## src/rtl/assert_macros.svh

```systemverilog
// assertion helpers shared by the rtl
`ifndef ASSERT_MACROS_SVH
`define ASSERT_MACROS_SVH

`ifndef SYNTH
// antecedent implies consequent in the same cycle
`define ASSERT_IMPLY(lbl, clk, rst, ante, cons, msg) \
   lbl: assert property (@(posedge clk) disable iff (rst) (ante) |-> (cons)) else $error(msg);
// antecedent implies consequent in the next cycle
`define ASSERT_NEXT(lbl, clk, rst, ante, cons, msg) \
   lbl: assert property (@(posedge clk) disable iff (rst) (ante) |=> (cons)) else $error(msg);
`else
`define ASSERT_IMPLY(lbl, clk, rst, ante, cons, msg)
`define ASSERT_NEXT(lbl, clk, rst, ante, cons, msg)
`endif

`endif

```

## src/rtl/astc_pkg.sv

```systemverilog
package astc_pkg;

   localparam int REF_W   = 228;
   localparam int TOP_W   = 36;
   localparam int TIME_W  = 48;
   localparam int HGT_W   = 24;
   localparam int SPC_W   = 16;
   localparam int HL_W    = 32;
   localparam int MAG_W   = 48;
   localparam int DIVD_W  = 64;
   localparam int FRAC_W  = 16;
   localparam int FACT_W  = 17;
   localparam int PROD_W  = 256;
   localparam int SH_W    = 50;
   localparam int DIV_STEPS = 64;

   localparam int QUEUE_DEPTH_DEF = 4;

   localparam logic [SPC_W-1:0] SPACING_RST = 16'd600;
   localparam logic [HL_W-1:0]  HALF_LIFE_RST = 32'd86400;
   localparam logic [REF_W-1:0] LIMIT_RST = {36'h0FFFFFFFF, {192{1'b1}}};

   // cubic 2^x approximation coefficients
   localparam logic [47:0] COEF_A = 48'd195766423245049;
   localparam logic [29:0] COEF_B = 30'd971821376;
   localparam logic [12:0] COEF_C = 13'd5127;
   localparam logic [63:0] ROUND_HALF = 64'h0000_8000_0000_0000;
   localparam logic [FACT_W-1:0] FRAC_ONE = 17'd65536;

   typedef enum logic [2:0] {
      CSR_SPACING   = 3'd0,
      CSR_HALF_LIFE = 3'd1,
      CSR_LIMIT_W0  = 3'd2,
      CSR_LIMIT_W1  = 3'd3,
      CSR_LIMIT_W2  = 3'd4,
      CSR_LIMIT_W3  = 3'd5
   } csr_index_type;

   typedef enum logic [1:0] {
      CLAMP_NONE    = 2'd0,
      CLAMP_RAISED  = 2'd1,
      CLAMP_LIMITED = 2'd2
   } clamp_type;

   typedef struct packed {
      logic [SPC_W-1:0] spacing;
      logic [HL_W-1:0]  half_life;
      logic [REF_W-1:0] limit;
   } csr_type;

   typedef struct packed {
      logic [REF_W-1:0] ref_tgt;
      logic [MAG_W-1:0] mag;
      logic             neg;
      logic             bad;
   } queue_entry_type;

   typedef struct packed {
      logic full;
      logic afull;
   } queue_status_type;

   typedef struct packed {
      logic [HL_W-1:0]   rem;
      logic [DIVD_W-1:0] quo;
      logic [REF_W-1:0]  ref_tgt;
      logic              neg;
      logic              bad;
   } div_stage_type;

endpackage

```

## src/rtl/astc_fifo.sv

```systemverilog
`include "assert_macros.svh"

module astc_fifo #(
   parameter int DEPTH = astc_pkg::QUEUE_DEPTH_DEF
) (
   input  logic                        clock,
   input  logic                        reset,
   input  logic                        push,
   input  astc_pkg::queue_entry_type   wdata,
   input  logic                        pop,
   output astc_pkg::queue_entry_type   rdata,
   output logic                        empty,
   output astc_pkg::queue_status_type  qstat
);
   import astc_pkg::*;

   localparam int PTR_W = (DEPTH > 1) ? $clog2(DEPTH) : 1;
   localparam int CNT_W = $clog2(DEPTH + 1);

   queue_entry_type   mem_ff [DEPTH];
   logic [PTR_W-1:0]  wr_ptr_ff, wr_ptr_in, rd_ptr_ff, rd_ptr_in;
   logic [CNT_W-1:0]  count_ff, count_in;

   // pointer and count update
   always_comb begin
      wr_ptr_in = wr_ptr_ff;
      rd_ptr_in = rd_ptr_ff;
      count_in  = count_ff;
      if (push) begin
         wr_ptr_in = (wr_ptr_ff == PTR_W'(DEPTH - 1)) ? '0 : wr_ptr_ff + 1'b1;
      end
      if (pop) begin
         rd_ptr_in = (rd_ptr_ff == PTR_W'(DEPTH - 1)) ? '0 : rd_ptr_ff + 1'b1;
      end
      if (push && !pop) begin
         count_in = count_ff + 1'b1;
      end else if (pop && !push) begin
         count_in = count_ff - 1'b1;
      end
   end

   always_ff @(posedge clock) begin
      if (reset) begin
         wr_ptr_ff <= '0;
         rd_ptr_ff <= '0;
         count_ff  <= '0;
      end else begin
         wr_ptr_ff <= wr_ptr_in;
         rd_ptr_ff <= rd_ptr_in;
         count_ff  <= count_in;
      end
   end

   always_ff @(posedge clock) begin
      if (push) begin
         mem_ff[wr_ptr_ff] <= wdata;
      end
   end

   assign rdata       = mem_ff[rd_ptr_ff];
   assign empty       = (count_ff == '0);
   assign qstat.full  = (count_ff == CNT_W'(DEPTH));
   assign qstat.afull = (count_ff >= CNT_W'(DEPTH - 1));

   `ASSERT_IMPLY(a_push_room, clock, reset, push, count_ff != CNT_W'(DEPTH), "queue write while full")
   `ASSERT_IMPLY(a_pop_data, clock, reset, pop, count_ff != '0, "queue read while empty")
   `ASSERT_NEXT(a_push_fill, clock, reset, push && !pop, count_ff != '0, "queue lost an item")

endmodule

```

## config.mk

```make
export PLATFORM = sky130hd
export DESIGN_NAME = astc_fifo
export DESIGN_NICKNAME = d
export VERILOG_FILES = /design/src/rtl/astc_pkg.sv /design/src/rtl/astc_fifo.sv
export VERILOG_INCLUDE_DIRS = /design/src /design/src/rtl
export SDC_FILE = /design/constraint.sdc
export NUM_CORES = 1
export LEC_CHECK = 0
export BUFFER_PORTS_ARGS = -buffer_cell sky130_fd_sc_hd__buf_2
export CAP_MARGIN = 40
export CELL_PAD_IN_SITES_DETAIL_PLACEMENT = 0
export CELL_PAD_IN_SITES_GLOBAL_PLACEMENT = 1
export CORE_MARGIN = 2
export CORE_UTILIZATION = 40
export DETAILED_ROUTE_END_ITERATION = 6
export PLACE_DENSITY_LB_ADDON = 0.1
export REMOVE_ABC_BUFFERS = 1
export SYNTH_ARGS = -nofsm -noshare
export SYNTH_HDL_FRONTEND = slang
export SYNTH_SLANG_ARGS = --single-unit
```

## constraint.sdc

```tcl
create_clock -name clock -period 10.7 [get_ports clock]
set_clock_uncertainty 0.1 [all_clocks]
set_input_delay 2.14 -clock clock [delete_from_list [all_inputs] [get_ports clock]]
set_output_delay 2.14 -clock clock [all_outputs]
set_load 0.005 [all_outputs]
```

Word-level counts from Yosys, hierarchy flattened
Memories as Yosys holds them, arrays and structs flattened. A register that Yosys moved wholly into a read port is not among the register bits.
Index checks and enable logic that the tools add are counted.
{ "word_totals": {"mem_count": 1, "output_inout_bits": 281, "word_cells": 26, "regBits": 7, "ramBits": 1112} }
{ "op_classes": {"n_eq_ne": 3, "n_reduce_logical": 6, "mux": 8, "magnitude_cmp": 1, "n_addsub": 4} }
{ "mem_list": {"columns": ["memory", "depth", "word_bits", "rd", "rd_ports_with_merged_regs", "write_ports", "line_no", "rtl"], "rows": [
  ["mem_ff", 4, 278, 1, 1, 1, "astc_fifo.sv:20", "queue_entry_type mem_ff [DEPTH];"]
]} }
{ "ops": {"columns": ["op", "n"], "rows": [
  ["$mux W2", 4],
  ["$mux W3", 2],
  ["$add A2 B1 Y2 const B", 2],
  ["$eq A2 B2 Y1 const B", 2],
  ["$add A3 B1 Y3 const B", 1],
  ["$eq A3 B3 Y1 const B", 1],
  ["$ge A3 B2 Y1 const B", 1],
  ["$logic_not A3 Y1", 1],
  ["$sub A3 B1 Y3 const B", 1],
  ["$logic_and A1 B1 Y1", 2],
  ["$logic_not A1 Y1", 2],
  ["$mux W1", 2],
  ["$reduce_bool A2 Y1", 1]
]} }

Longest topological paths before layout
{ "depth": {"word_depth": 4, "mapped_depth": 7, "ltp_nobuf": 7} }

Worst setup path before layout
OpenSTA, ideal clock, no wires.
{ "synth_timing": {"path_type": "input-to-reg", "startpoint": "in push", "endpoint": "mem mem_ff[0][0] in the netlist's numbering (enable)", "t_arrival_ps": 8416, "t_required_ps": 9927, "cell_stages": 1, "setup_slack_ps": 1510, "n_path_buf": 0, "cell_sequence": "and2_1"} }
{ "synth_via": {"elab_chain_len": 2} }
{ "synth_rtl": {"columns": ["item", "line_no", "rtl"], "rows": [
  ["start: declaration", "astc_fifo.sv:8", "input logic push,"],
  ["$mux W1", "astc_fifo.sv:55", "if (push) begin"],
  ["$mux W1 (implied by the code)", "astc_fifo.sv:56", "mem_ff[wr_ptr_ff] <= wdata;"],
  ["end: declaration", "astc_fifo.sv:20", null]
]} }
No other way between the ends.

==> qor.csv <==
metric,value,unit
root_buffer,clkbuf_16,
place_hpwl,54.73,mm
vias_per_cell,5.044,
fmaxAchievable,0.1757,GHz
io_buffers,562,
boundaryPins,563,
cp_data_required_time,8.46,ns
initial_core_util,0.4045,
finalCritPeriodShare,0.5319,
htreeDepth,3,
wl_met2,45.03,mm
core-area,0.1003,mm²
grt-ovfl-total,0,
wl_met3,7.909,mm
postCtsHoldBufs,0,
yosys.area.top_type_share,0.8232,
cts_sinks,1121,
tightest_slew,1.121,ns
netlist_instances,1497,
track_usage,0.1717,
post_cts_resized,0,
ant_nets,0,
die_w,322.5,µm
die_height,322.5,µm
design.die.area,0.1040,mm²
grt_max_degree,136,
top_layer,met5,
ys_seq_area_frac,0.8276,
cts_tree,yes,
grt_pass1_wl,129.8,mm
switching_power,2.073,mW
start_kind,flop,
yosysWarnings,0,
slew_violations,0,
period_minus_slack,5.691,ns
final_util,0.4865,
insertion_delay,0.68,ns
maxSlewHeadroom,0.2526,
swShare,0.2123,
seq_power_share,0.521,
hp-class,flop to flop,
drtPass1Iterations,5,
critPathCapture,rdata[53],
reg2reg_to,mem_ff[0][160],
vias,18250,
drv_cap,0,
yosysTopAreaCell,edfxtp_1,
r2r_setup_slack,7.70,ns
drt_iter0_markers,1147,
rr_startpoint,wr_ptr_ff[0],
wirelength,89.40,mm
ys_ff_latch,1121,
finalSetupViolCount,0,
grt_pass1_vias,19340,
drc_errors,0,
worst_ir_drop_vdd,0.1508,mV
place.gp.congestion,0.7310,
path_max_fanout,84,
p_per_area,200.1,mW/mm²
dp_cells,3381,
avgRoutedWirePerCell,24.70,µm
status,"complete, no violations",
critPathArrivalTime,3.45,ns
pwr-share-comb,0.078,
rsz0062_at_grt,no,
finalNonFillerCells,3619,
synth.avg_cell_area,27.10,µm²
synth_area,0.04057,mm²
hold_violations,0,
synthTopCellsByArea,"edfxtp_1 (82%), mux4_2 (15%), buf_6 (0.72%)",
post-cts-setup-buffers,0,
worstSetupPathType,flop to primary output,
drive_gt1_frac,0.4599,
wl_met1,33.96,mm
path_clk_slew,0.06,ns
p_leak,16.19,nW
synth_cell_types,19,
cp-end-kind,primary output,
rows,116,
antenna_found_initial,35,
intPower,7.692,mW
reg2reg_depth,5,
area_growth_syn_to_layout,20.28,%
clock_path_buffers,3,
p_clk_frac,0.401,
fin_nets,2434,
cts_made_buffers,119,
## per-stage QoR
| step | hold slack, ns | instance area [µm²] | worst slack [ns] | total power [mW] | setup TNS [ns] |
|---|---|---|---|---|---|
| finish | 0.4314 | 48790 | 5.009 | 9.765 | 0 |
| CTS | 0.4386 | 48750 | 4.785 | 9.916 | 0 |
| floorplan | 0.3734 | 40100 | -3.743 | 5.717 | -1040.48 |
| global route | 0.4856 | 48760 | 4.648 | 10.13 | 0 |
| global placement | 0.4010 | 44860 | 5.221 | 5.950 | 0 |
| detailed placement | 0.4305 | 45010 | 5.554 | 5.976 | 0 |
## critical path: stages (launching register included)
cell and delay [ns]:
dfxtp_4 0.55, buf_4 0.64, buf_12 0.61, mux4_2 0.62, buf_2 0.16
## flip-flops by register name, summed over array words and instances, names as in the netlist, named ones only
register   count
mem_ff      1112
rd_ptr_ff      2
count_ff       3
wr_ptr_ff      2
## worst min-delay path by stage
stage            startpoint     endpoint  slack (ns)  depth (start not counted)
4_1_cts         count_ff[2]  count_ff[2]        0.44                          2
3_3_place_gp    count_ff[2]  count_ff[2]        0.40                          2
2_1_floorplan   count_ff[2]  count_ff[2]        0.37                          2
5_1_grt        rd_ptr_ff[1]         flop        0.49                          2
6_report        count_ff[2]  count_ff[2]        0.43                          2
3_5_place_dp    count_ff[2]  count_ff[2]        0.43                          2
## cell usage after synthesis
cell	n
nor2_1	7
buf_6	26
or3_1	1
dfxtp_1	9
a21o_1	1
clkbuf_1	7
nor3_1	1
and2_1	4
o21ai_0	1
nor3b_1	2
fa_1	1
mux4_2	278
ha_1	6
mux2i_1	4
inv_1	4
buf_2	29
a21oi_1	2
edfxtp_1	1112
xor2_1	2
## final cells by class
| type | count | area, µm² |
|---|---|---|
| Multi-Input combinational cell | 310 | 6524 |
| Clock buffer | 152 | 3187 |
| Antenna cell | 16 | 40.04 |
| Sequential cell | 1121 | 33580 |
| Tap cell | 1357 | 1698 |
| Timing Repair Buffer | 589 | 3196 |
| Inverter | 4 | 15.01 |
| Clock inverter | 70 | 554.3 |
| Fill cell | 8233 | 51500 |
## per-layer routing
metal | GRT usage | vias to the layer above
li1 | - | 7892
met1 | 0.2102 | 9630
met2 | 0.2848 | 511
met3 | 0.06492 | 184
met4 | 0.04964 | 36
met5 | 0 | -
## cell usage in the layout, fill, tap and decap left out, types with 8 or more instances in the layout
| cell type | n |
|---|---|
| buf_4 | 15 |
| clkinv_2 | 22 |
| clkbuf_1 | 29 |
| clkinv_1 | 33 |
| clkbuf_16 | 123 |
| mux4_2 | 278 |
| diode_2 | 16 |
| edfxtp_1 | 1112 |
| buf_2 | 562 |
| bufinv_16 | 9 |
| buf_12 | 8 |
## kinds of logic after synthesis
| kind of cell | Yosys count | synth area share |
|---|---|---|
| flops | 1121 | 0.8276 |
| mux | 282 | 0.1553 |
| buf+inv | 66 | 0.01181 |
| simple gates | 15 | 0.001912 |
| fa+ha+maj | 7 | 0.002344 |
| compound gates | 4 | 0.0005552 |
| xor+xnor | 2 | 0.0004319 |
## power groups by stage
stage                     Clock, mW  Sequential (mW)  Combinational (mW)
after floorplan                   0             5.27               0.451
after global placement            0             5.17               0.780
after detailed placement          0             5.18               0.795
after CTS                      4.03             5.09               0.798
after global routing           4.20             5.10               0.836
final                          3.91             5.09               0.765
(Power assumes the default switching activity.)
