<file path="src/rtl/assert_macros.svh">
// assertion helpers shared by the rtl
`ifndef ASSERT_MACROS_SVH
`define ASSERT_MACROS_SVH

`ifndef SYNTH
// antecedent implies consequent in the same cycle
`define ASSERT_IMPLY(lbl, clk, rst, ante, cons, msg) \
   lbl: assert property (@(posedge clk) disable iff (rst) (ante) |-> (cons)) else $error(msg);
// antecedent implies consequent in the next cycle
`define ASSERT_NEXT(lbl, clk, rst, ante, cons, msg) \
   lbl: assert property (@(posedge clk) disable iff (rst) (ante) |=> (cons)) else $error(msg);
`else
`define ASSERT_IMPLY(lbl, clk, rst, ante, cons, msg)
`define ASSERT_NEXT(lbl, clk, rst, ante, cons, msg)
`endif

`endif

</file>
<file path="src/rtl/astc_pkg.sv">
package astc_pkg;

   localparam int REF_W   = 228;
   localparam int TOP_W   = 36;
   localparam int TIME_W  = 48;
   localparam int HGT_W   = 24;
   localparam int SPC_W   = 16;
   localparam int HL_W    = 32;
   localparam int MAG_W   = 48;
   localparam int DIVD_W  = 64;
   localparam int FRAC_W  = 16;
   localparam int FACT_W  = 17;
   localparam int PROD_W  = 256;
   localparam int SH_W    = 50;
   localparam int DIV_STEPS = 64;

   localparam int QUEUE_DEPTH_DEF = 4;

   localparam logic [SPC_W-1:0] SPACING_RST = 16'd600;
   localparam logic [HL_W-1:0]  HALF_LIFE_RST = 32'd86400;
   localparam logic [REF_W-1:0] LIMIT_RST = {36'h0FFFFFFFF, {192{1'b1}}};

   // cubic 2^x approximation coefficients
   localparam logic [47:0] COEF_A = 48'd195766423245049;
   localparam logic [29:0] COEF_B = 30'd971821376;
   localparam logic [12:0] COEF_C = 13'd5127;
   localparam logic [63:0] ROUND_HALF = 64'h0000_8000_0000_0000;
   localparam logic [FACT_W-1:0] FRAC_ONE = 17'd65536;

   typedef enum logic [2:0] {
      CSR_SPACING   = 3'd0,
      CSR_HALF_LIFE = 3'd1,
      CSR_LIMIT_W0  = 3'd2,
      CSR_LIMIT_W1  = 3'd3,
      CSR_LIMIT_W2  = 3'd4,
      CSR_LIMIT_W3  = 3'd5
   } csr_index_type;

   typedef enum logic [1:0] {
      CLAMP_NONE    = 2'd0,
      CLAMP_RAISED  = 2'd1,
      CLAMP_LIMITED = 2'd2
   } clamp_type;

   typedef struct packed {
      logic [SPC_W-1:0] spacing;
      logic [HL_W-1:0]  half_life;
      logic [REF_W-1:0] limit;
   } csr_type;

   typedef struct packed {
      logic [REF_W-1:0] ref_tgt;
      logic [MAG_W-1:0] mag;
      logic             neg;
      logic             bad;
   } queue_entry_type;

   typedef struct packed {
      logic full;
      logic afull;
   } queue_status_type;

   typedef struct packed {
      logic [HL_W-1:0]   rem;
      logic [DIVD_W-1:0] quo;
      logic [REF_W-1:0]  ref_tgt;
      logic              neg;
      logic              bad;
   } div_stage_type;

endpackage

</file>
<file path="src/rtl/astc_front.sv">
module astc_front (
   input  logic                           clock,
   input  logic                           reset,
   input  logic                           req_valid,
   output logic                           req_stall,
   input  logic [63:0]                    req_ref_w0,
   input  logic [63:0]                    req_ref_w1,
   input  logic [63:0]                    req_ref_w2,
   input  logic [astc_pkg::TOP_W-1:0]     req_ref_w3,
   input  logic signed [astc_pkg::TIME_W-1:0] req_time_diff,
   input  logic [astc_pkg::HGT_W-1:0]     req_height_diff,
   input  astc_pkg::csr_type              csr,
   input  astc_pkg::queue_status_type     qstat,
   output logic                           push,
   output astc_pkg::queue_entry_type      push_entry
);
   import astc_pkg::*;

   logic                f1_valid_ff, f1_valid_in;
   logic [REF_W-1:0]    f1_ref_ff;
   logic [TIME_W-1:0]   f1_time_ff;
   logic [HGT_W-1:0]    f1_hgt_ff;
   logic                req_acc;
   logic [39:0]         sp_hd;
   logic [40:0]         sched;
   logic [SH_W-1:0]     t_ext, span, d, mag_full;
   logic                span_big, ref_bad;

   // one slot in the queue stays reserved for the item held here
   assign req_stall   = qstat.full || (f1_valid_ff && qstat.afull);
   assign req_acc     = req_valid && !req_stall;
   assign f1_valid_in = req_acc;

   always_ff @(posedge clock) begin
      if (reset) begin
         f1_valid_ff <= 1'b0;
      end else begin
         f1_valid_ff <= f1_valid_in;
      end
   end

   always_ff @(posedge clock) begin
      if (req_acc) begin
         f1_ref_ff  <= {req_ref_w3, req_ref_w2, req_ref_w1, req_ref_w0};
         f1_time_ff <= req_time_diff;
         f1_hgt_ff  <= req_height_diff;
      end
   end

   // schedule and span
   always_comb begin
      sp_hd    = 40'(csr.spacing) * 40'(f1_hgt_ff);
      sched    = {1'b0, sp_hd} + 41'(csr.spacing);
      t_ext    = {{2{f1_time_ff[TIME_W-1]}}, f1_time_ff};
      span     = t_ext - {10'b0, sp_hd};
      d        = t_ext - {9'b0, sched};
      mag_full = d[SH_W-1] ? (~d + 50'd1) : d;
      span_big = (span[49:47] != 3'b000 && span[49:47] != 3'b111) ||
                 (span == {3'b111, 47'b0});
      ref_bad  = (f1_ref_ff == '0) || (f1_ref_ff > csr.limit);
   end

   // classified item into the queue
   assign push               = f1_valid_ff;
   assign push_entry.ref_tgt = f1_ref_ff;
   assign push_entry.mag     = mag_full[MAG_W-1:0];
   assign push_entry.neg     = d[SH_W-1];
   assign push_entry.bad     = span_big || ref_bad;

endmodule

</file>
<file path="config.mk">
export PLATFORM = sky130hd
export DESIGN_NAME = astc_front
export DESIGN_NICKNAME = d
export VERILOG_FILES = /design/src/rtl/assert_macros.svh /design/src/rtl/astc_pkg.sv /design/src/rtl/astc_front.sv
export SDC_FILE = /design/constraint.sdc
export NUM_CORES = 2
export LEC_CHECK = 0
export BUFFER_PORTS_ARGS = -buffer_cell sky130_fd_sc_hd__buf_2
export CAP_MARGIN = 20
export CORE_AREA = 2 2 334 336
export CTS_CLUSTER_DIAMETER = 150
export DETAILED_ROUTE_END_ITERATION = 7
export DIE_AREA = 0 0 336 338
export SLEW_MARGIN = 20
export SYNTH_ARGS = -nofsm -noshare
export SYNTH_HDL_FRONTEND = slang
export SYNTH_SLANG_ARGS = --single-unit
export TNS_END_PERCENT = 5
</file>
<file path="constraint.sdc">
create_clock -name clock -period 20.6 [get_ports clock]
set_input_delay 1.03 -clock clock [delete_from_list [all_inputs] [get_ports clock]]
set_output_delay 1.03 -clock clock [all_outputs]
set_load 0.05 [all_outputs]
</file>
# Yosys cells after proc, flatten, opt, wreduce, memory -nomap -nowiden

Index checks and enable logic that the tools add are counted.
Widths: inputs -> output; s select.

Add/sub/neg operators: 4
$mul: 1
$lt $le $gt $ge: 1
Equality and inequality tests: 2
Mux-type cells: 1
Bitwise gates (word level): 1
Reduce and logical (&&, ||, !) cells: 10

Operators by type and width:

| kind                  | number |
|---|---|
| $gt 228x228->1        | 1 |
| $logic_not 228->1     | 1 |
| $eq 50x50->1 const B  | 1 |
| $sub 48x41->49        | 1 |
| $sub 48x42->49        | 1 |
| $add 48x1->48 const B | 1 |
| $mux 48               | 1 |
| $not 48->48           | 1 |
| $add 40x16->41        | 1 |
| $mul 16x24->40        | 1 |
| $logic_or 1x1->1      | 4 |
| $logic_and 1x1->1     | 3 |
| $ne 3x3->1 const B    | 1 |
| $reduce_bool 3->1     | 1 |
| $logic_not 1->1       | 1 |

Register bits: 301
Input bits: 581
Output and inout port bits: 280
Word-level logic and storage cells: 24

# Longest topological paths before layout

Word-level depth: 6
Mapped depth: 49
Gate-level depth less buffers: 45

# Worst setup path before layout

Ideal clock, no wire load.

Path type: input-to-output
From: input port csr[266] in the netlist's numbering
To: output port push_entry[35] in the netlist's numbering
Arrival: 11.871 ns
Data required time: 19.570 ns
Path slack: 7.699 ns
Cell stages on the path: 42
Buffers on the path: 4
Cell sequence: clkbuf_1 nand2_1 fa_1 inv_1 fa_1 inv_1 fa_1 inv_1 fa_1 fa_1 inv_1 fa_1 inv_1 ha_1 and3_1 o2111a_1 nor2_1 xnor2_1 [6 not listed] or3_1 nor2_1 xor2_1 ha_1 clkbuf_1 a21o_1 a21oi_1 o21ai_1 a211oi_1 a21boi_1 or2_1 or3_1 and2_1 clkbuf_1 inv_2 clkbuf_1 o31ai_1 xnor2_1

RTL lines:

| what            | RTL line         | source |
|---|---|---|
| start, declared | astc_front.sv:12 | `input astc_pkg::csr_type csr,` |
| end, declared   | astc_front.sv:15 | `output astc_pkg::queue_entry_type push_entry` |

==> qor.csv <==
stage,metric,value,unit
outcome,status,completed,
route,drtIter0Drc,3433,
floorplan,dieArea,114000,µm²
logic_synthesis,synthCells,3901,
final_layout,finalInstanceArea,43200,µm²
route,drc_errors,0,
logic_synthesis,synthDistinctLibCells,84,
logic_synthesis,seq_area_frac_synth,25.1,%
logic_synthesis,synth_top_family_by_area,adder cells,
cts,cts_buffers,42,
logic_synthesis,yosys.area_share.simple,16.4,%
cts,ctsResizeCount,0,
final_layout,nNetsFinal,5993,
setup_path,ff2ff_path_depth,3,
route,firstDrtPassIters,5,
sta,drv_slew,0,
floorplan,num_rows,122,
logic_synthesis,synthArstFlopShare,0,%
logic_synthesis,synth-main-ff-cell,edfxtp_1,
floorplan,chipWidth,336,µm
logic_synthesis,ys_warn_count,0,
logic_synthesis,avgSynthCellArea,9.22,µm²
route,wl_per_cell,28.3,µm
setup_path,endpoint,push_entry[46],
setup_path,slowest_delay,0.69,ns
route,viasPerCell,5.36,
cts,path_clk_slew,0.07,ns
sta,max-slew-margin-rel,27.8,%
global_route,antenna_found_initial,122,
setup_path,crit_top_cell,fa_1,
cts,cts-root-buf,clkbuf_16,
final_layout,drive_gt1_share,20.2,%
floorplan,die_h,338,µm
logic_synthesis,syn_nets,5228,
cts,cts_setup_buffers,0,
cts,cts_htree_levels,2,
setup_path,timing.rr.start,push$_SDFF_PP0_,
cts,clk_path_buf_depth,3,
logic_synthesis,synth_compound_area_share,13.5,%
logic_synthesis,synthAdderAreaFrac,32.4,%
cts,clk_latency,0.65,ns
logic_synthesis,synth_xor_area_share,4.31,%
final_layout,area_growth,20.1,%
setup_path,cp_max_fo,25,
logic_synthesis,synth_top_area_share,25.1,%
global_route,grt_pass1_wl,240000,µm
logic_synthesis,synth_edf_count,300,
setup_path,worstSetupPathType,input pin to output pin,
floorplan,initial_utilization,32.7,%
sta,tns,0,ns
cts,cts_tree,done,
sta,fin_crit_sh,67.4,%
floorplan,ios,861,
placed_design,io_buffers,828,
cts,hold_buffers,0,
logic_synthesis,synthMuxAreaShare,0.320,%
setup_path,critPathLaunch,csr[266],
placed_design,globalplace.congestion,1.00,
setup_path,required,19.57,ns
route,vias,33500,
logic_synthesis,synth.top_cells.by_count,"647 x inv_1, 437 x ha_1, 395 x nand2_1",
setup_path,worstReg2RegEnd,f1_ref_ff[210]$_DFFE_PP_,
global_route,grtUsageTotal,30.4,%
worst_hold_path,hold_class,input pin to register,
sta,period_minus_slack,13.88,ns
placed_design,dp_hpwl,152000,µm
logic_synthesis,post-synth-top-count-cell,inv_1,
setup_path,cp_slowest_cell,a2111oi_0,
logic_synthesis,synth_area,35900,µm²
setup_path,crit_arrival,12.85,ns
global_route,grt_pass1_vias,32000,
logic_synthesis,synth_top_area_cell,edfxtp_1,
sta,tightest_slew,1.08,ns
floorplan,fp.coreArea,110000,µm²
setup_path,end_kind,output pin,
sta,max_freq,72.0,MHz
route,wirelength,177000,µm
global_route,gr-total-overflow,0,
route,ant_nets,0,
flow_run,drv_cap,0,
sta,setup_viol,0,
setup_path,r2r_setup_slack,17.42,ns
sta,rsz0062_at_grt,no,
sta,skew,0.0349,ns
logic_synthesis,synthTopCellsByArea,"edfxtp_1 25%, fa_1 17%, ha_1 15%, inv_1 6.8%, nand2_1 4.1%",
setup_path,startpoint_type,input pin,
global_route,grt_start_max_net_pins,134,
placed_design,place_area,41600,µm²
sta,final-hold-violation-count,0,
cts,cts_num_sinks,301,
logic_synthesis,ys_ff_latch,301,
==> area by class of cell <==
type / count / area [µm²]
diodes: 70 / 175
flip-flops and latches: 301 / 9030
clock buffers: 46 / 1070
well taps: 1488 / 1860
clock inverters: 31 / 340
fillers: 11200 / 66900
multi-input cells: 2834 / 24000
repair buffers: 839 / 4240
inverters: 648 / 2430
==> through the flow <==
| stage | util [%] | std cells | hold slack [ns] | setup WS (ns) |
|---|---|---|---|---|
| finish | 39.2 | 6257 | 0.547 | 6.72 |
| global route | 39.1 | 6196 | 0.535 | 6.02 |
| CTS | 39.1 | 6187 | 0.513 | 6.76 |
| detailed placement | 37.8 | 6110 | 1.19 | 6.80 |
| global placement | 37.8 | 6110 | 1.19 | 6.88 |
| floorplan | - | 3901 | 1.10 | 7.70 |
==> worst min path at each step <==
stage / from / to / slack [ns] / cells past startpoint
6_report: req_time_diff[13] / f1_time_ff[13]$_DFFE_PP_ / 0.55 / 1
5_1_grt: req_time_diff[13] / f1_time_ff[13]$_DFFE_PP_ / 0.53 / 1
3_5_place_dp: reset / push$_SDFF_PP0_ / 1.19 / 2
3_3_place_gp: reset / push$_SDFF_PP0_ / 1.19 / 2
4_1_cts: reset / push$_SDFF_PP0_ / 0.51 / 2
2_1_floorplan: reset / push$_SDFF_PP0_ / 1.10 / 1
==> sequential cells by signal, summed over array words and instances, names as in the netlist <==
register    count
f1_ref_ff     228
f1_time_ff     48
f1_hgt_ff      24
push            1
==> cells by family (layout without fill, tap and decap cells) <==
family                   after synthesis  count (layout)
AND/OR/NAND/NOR                     1154            1154
buffers and inverters                766            1564
AO/OA/AOI/OAI                        747             747
adder cells (fa/ha/maj)              746             746
flip-flops                           301             301
XOR/XNOR                             176             176
multiplexers                          11              11
other                                  0              70
==> layout by cell type, fill, tap and decap left out, types with 8 or more instances in the layout <==
cell type / n
buf_2: 828
inv_1: 647
ha_1: 437
nand2_1: 395
fa_1: 309
edfxtp_1: 300
a21oi_1: 220
and2_1: 171
nor2_1: 141
a21o_1: 140
o21ai_0: 119
xnor2_1: 111
nand4_1: 105
nor4_1: 84
diode_2: 70
xor2_1: 64
nor3_1: 58
clkbuf_16: 42
nand3_1: 40
nor2b_1: 28
o21a_1: 27
or3_1: 27
a31oi_1: 27
nand2b_1: 24
o21ai_1: 22
a211oi_1: 22
o211ai_1: 20
o31ai_1: 20
o21bai_1: 18
or2_2: 13
and3_1: 12
and4_1: 11
buf_4: 10
o2111ai_1: 9
a221oi_1: 9
a221o_1: 8
clkinv_2: 8
==> per-layer routing <==
metal,track usage (%),vias to the layer above,routed length [µm]
li1,-,15100,-
met3,8.99,261,19700
met5,0,-,299
met4,9.93,50,6530
met1,39.3,16700,70800
met2,48.4,1492,80000
==> critical path: cells and delay by family <==
family | cells | cell delay (ns)
buffers and inverters | 8 | 1.21
AO/OA/AOI/OAI | 8 | 2.75
AND/OR/NAND/NOR | 10 | 3.41
adder cells (fa/ha/maj) | 8 | 3.90
XOR/XNOR | 3 | 0.52
Power is left out: the tool's default activity adds up to more than one toggle a clock period on the data nets, which glitch-free logic cannot reach.
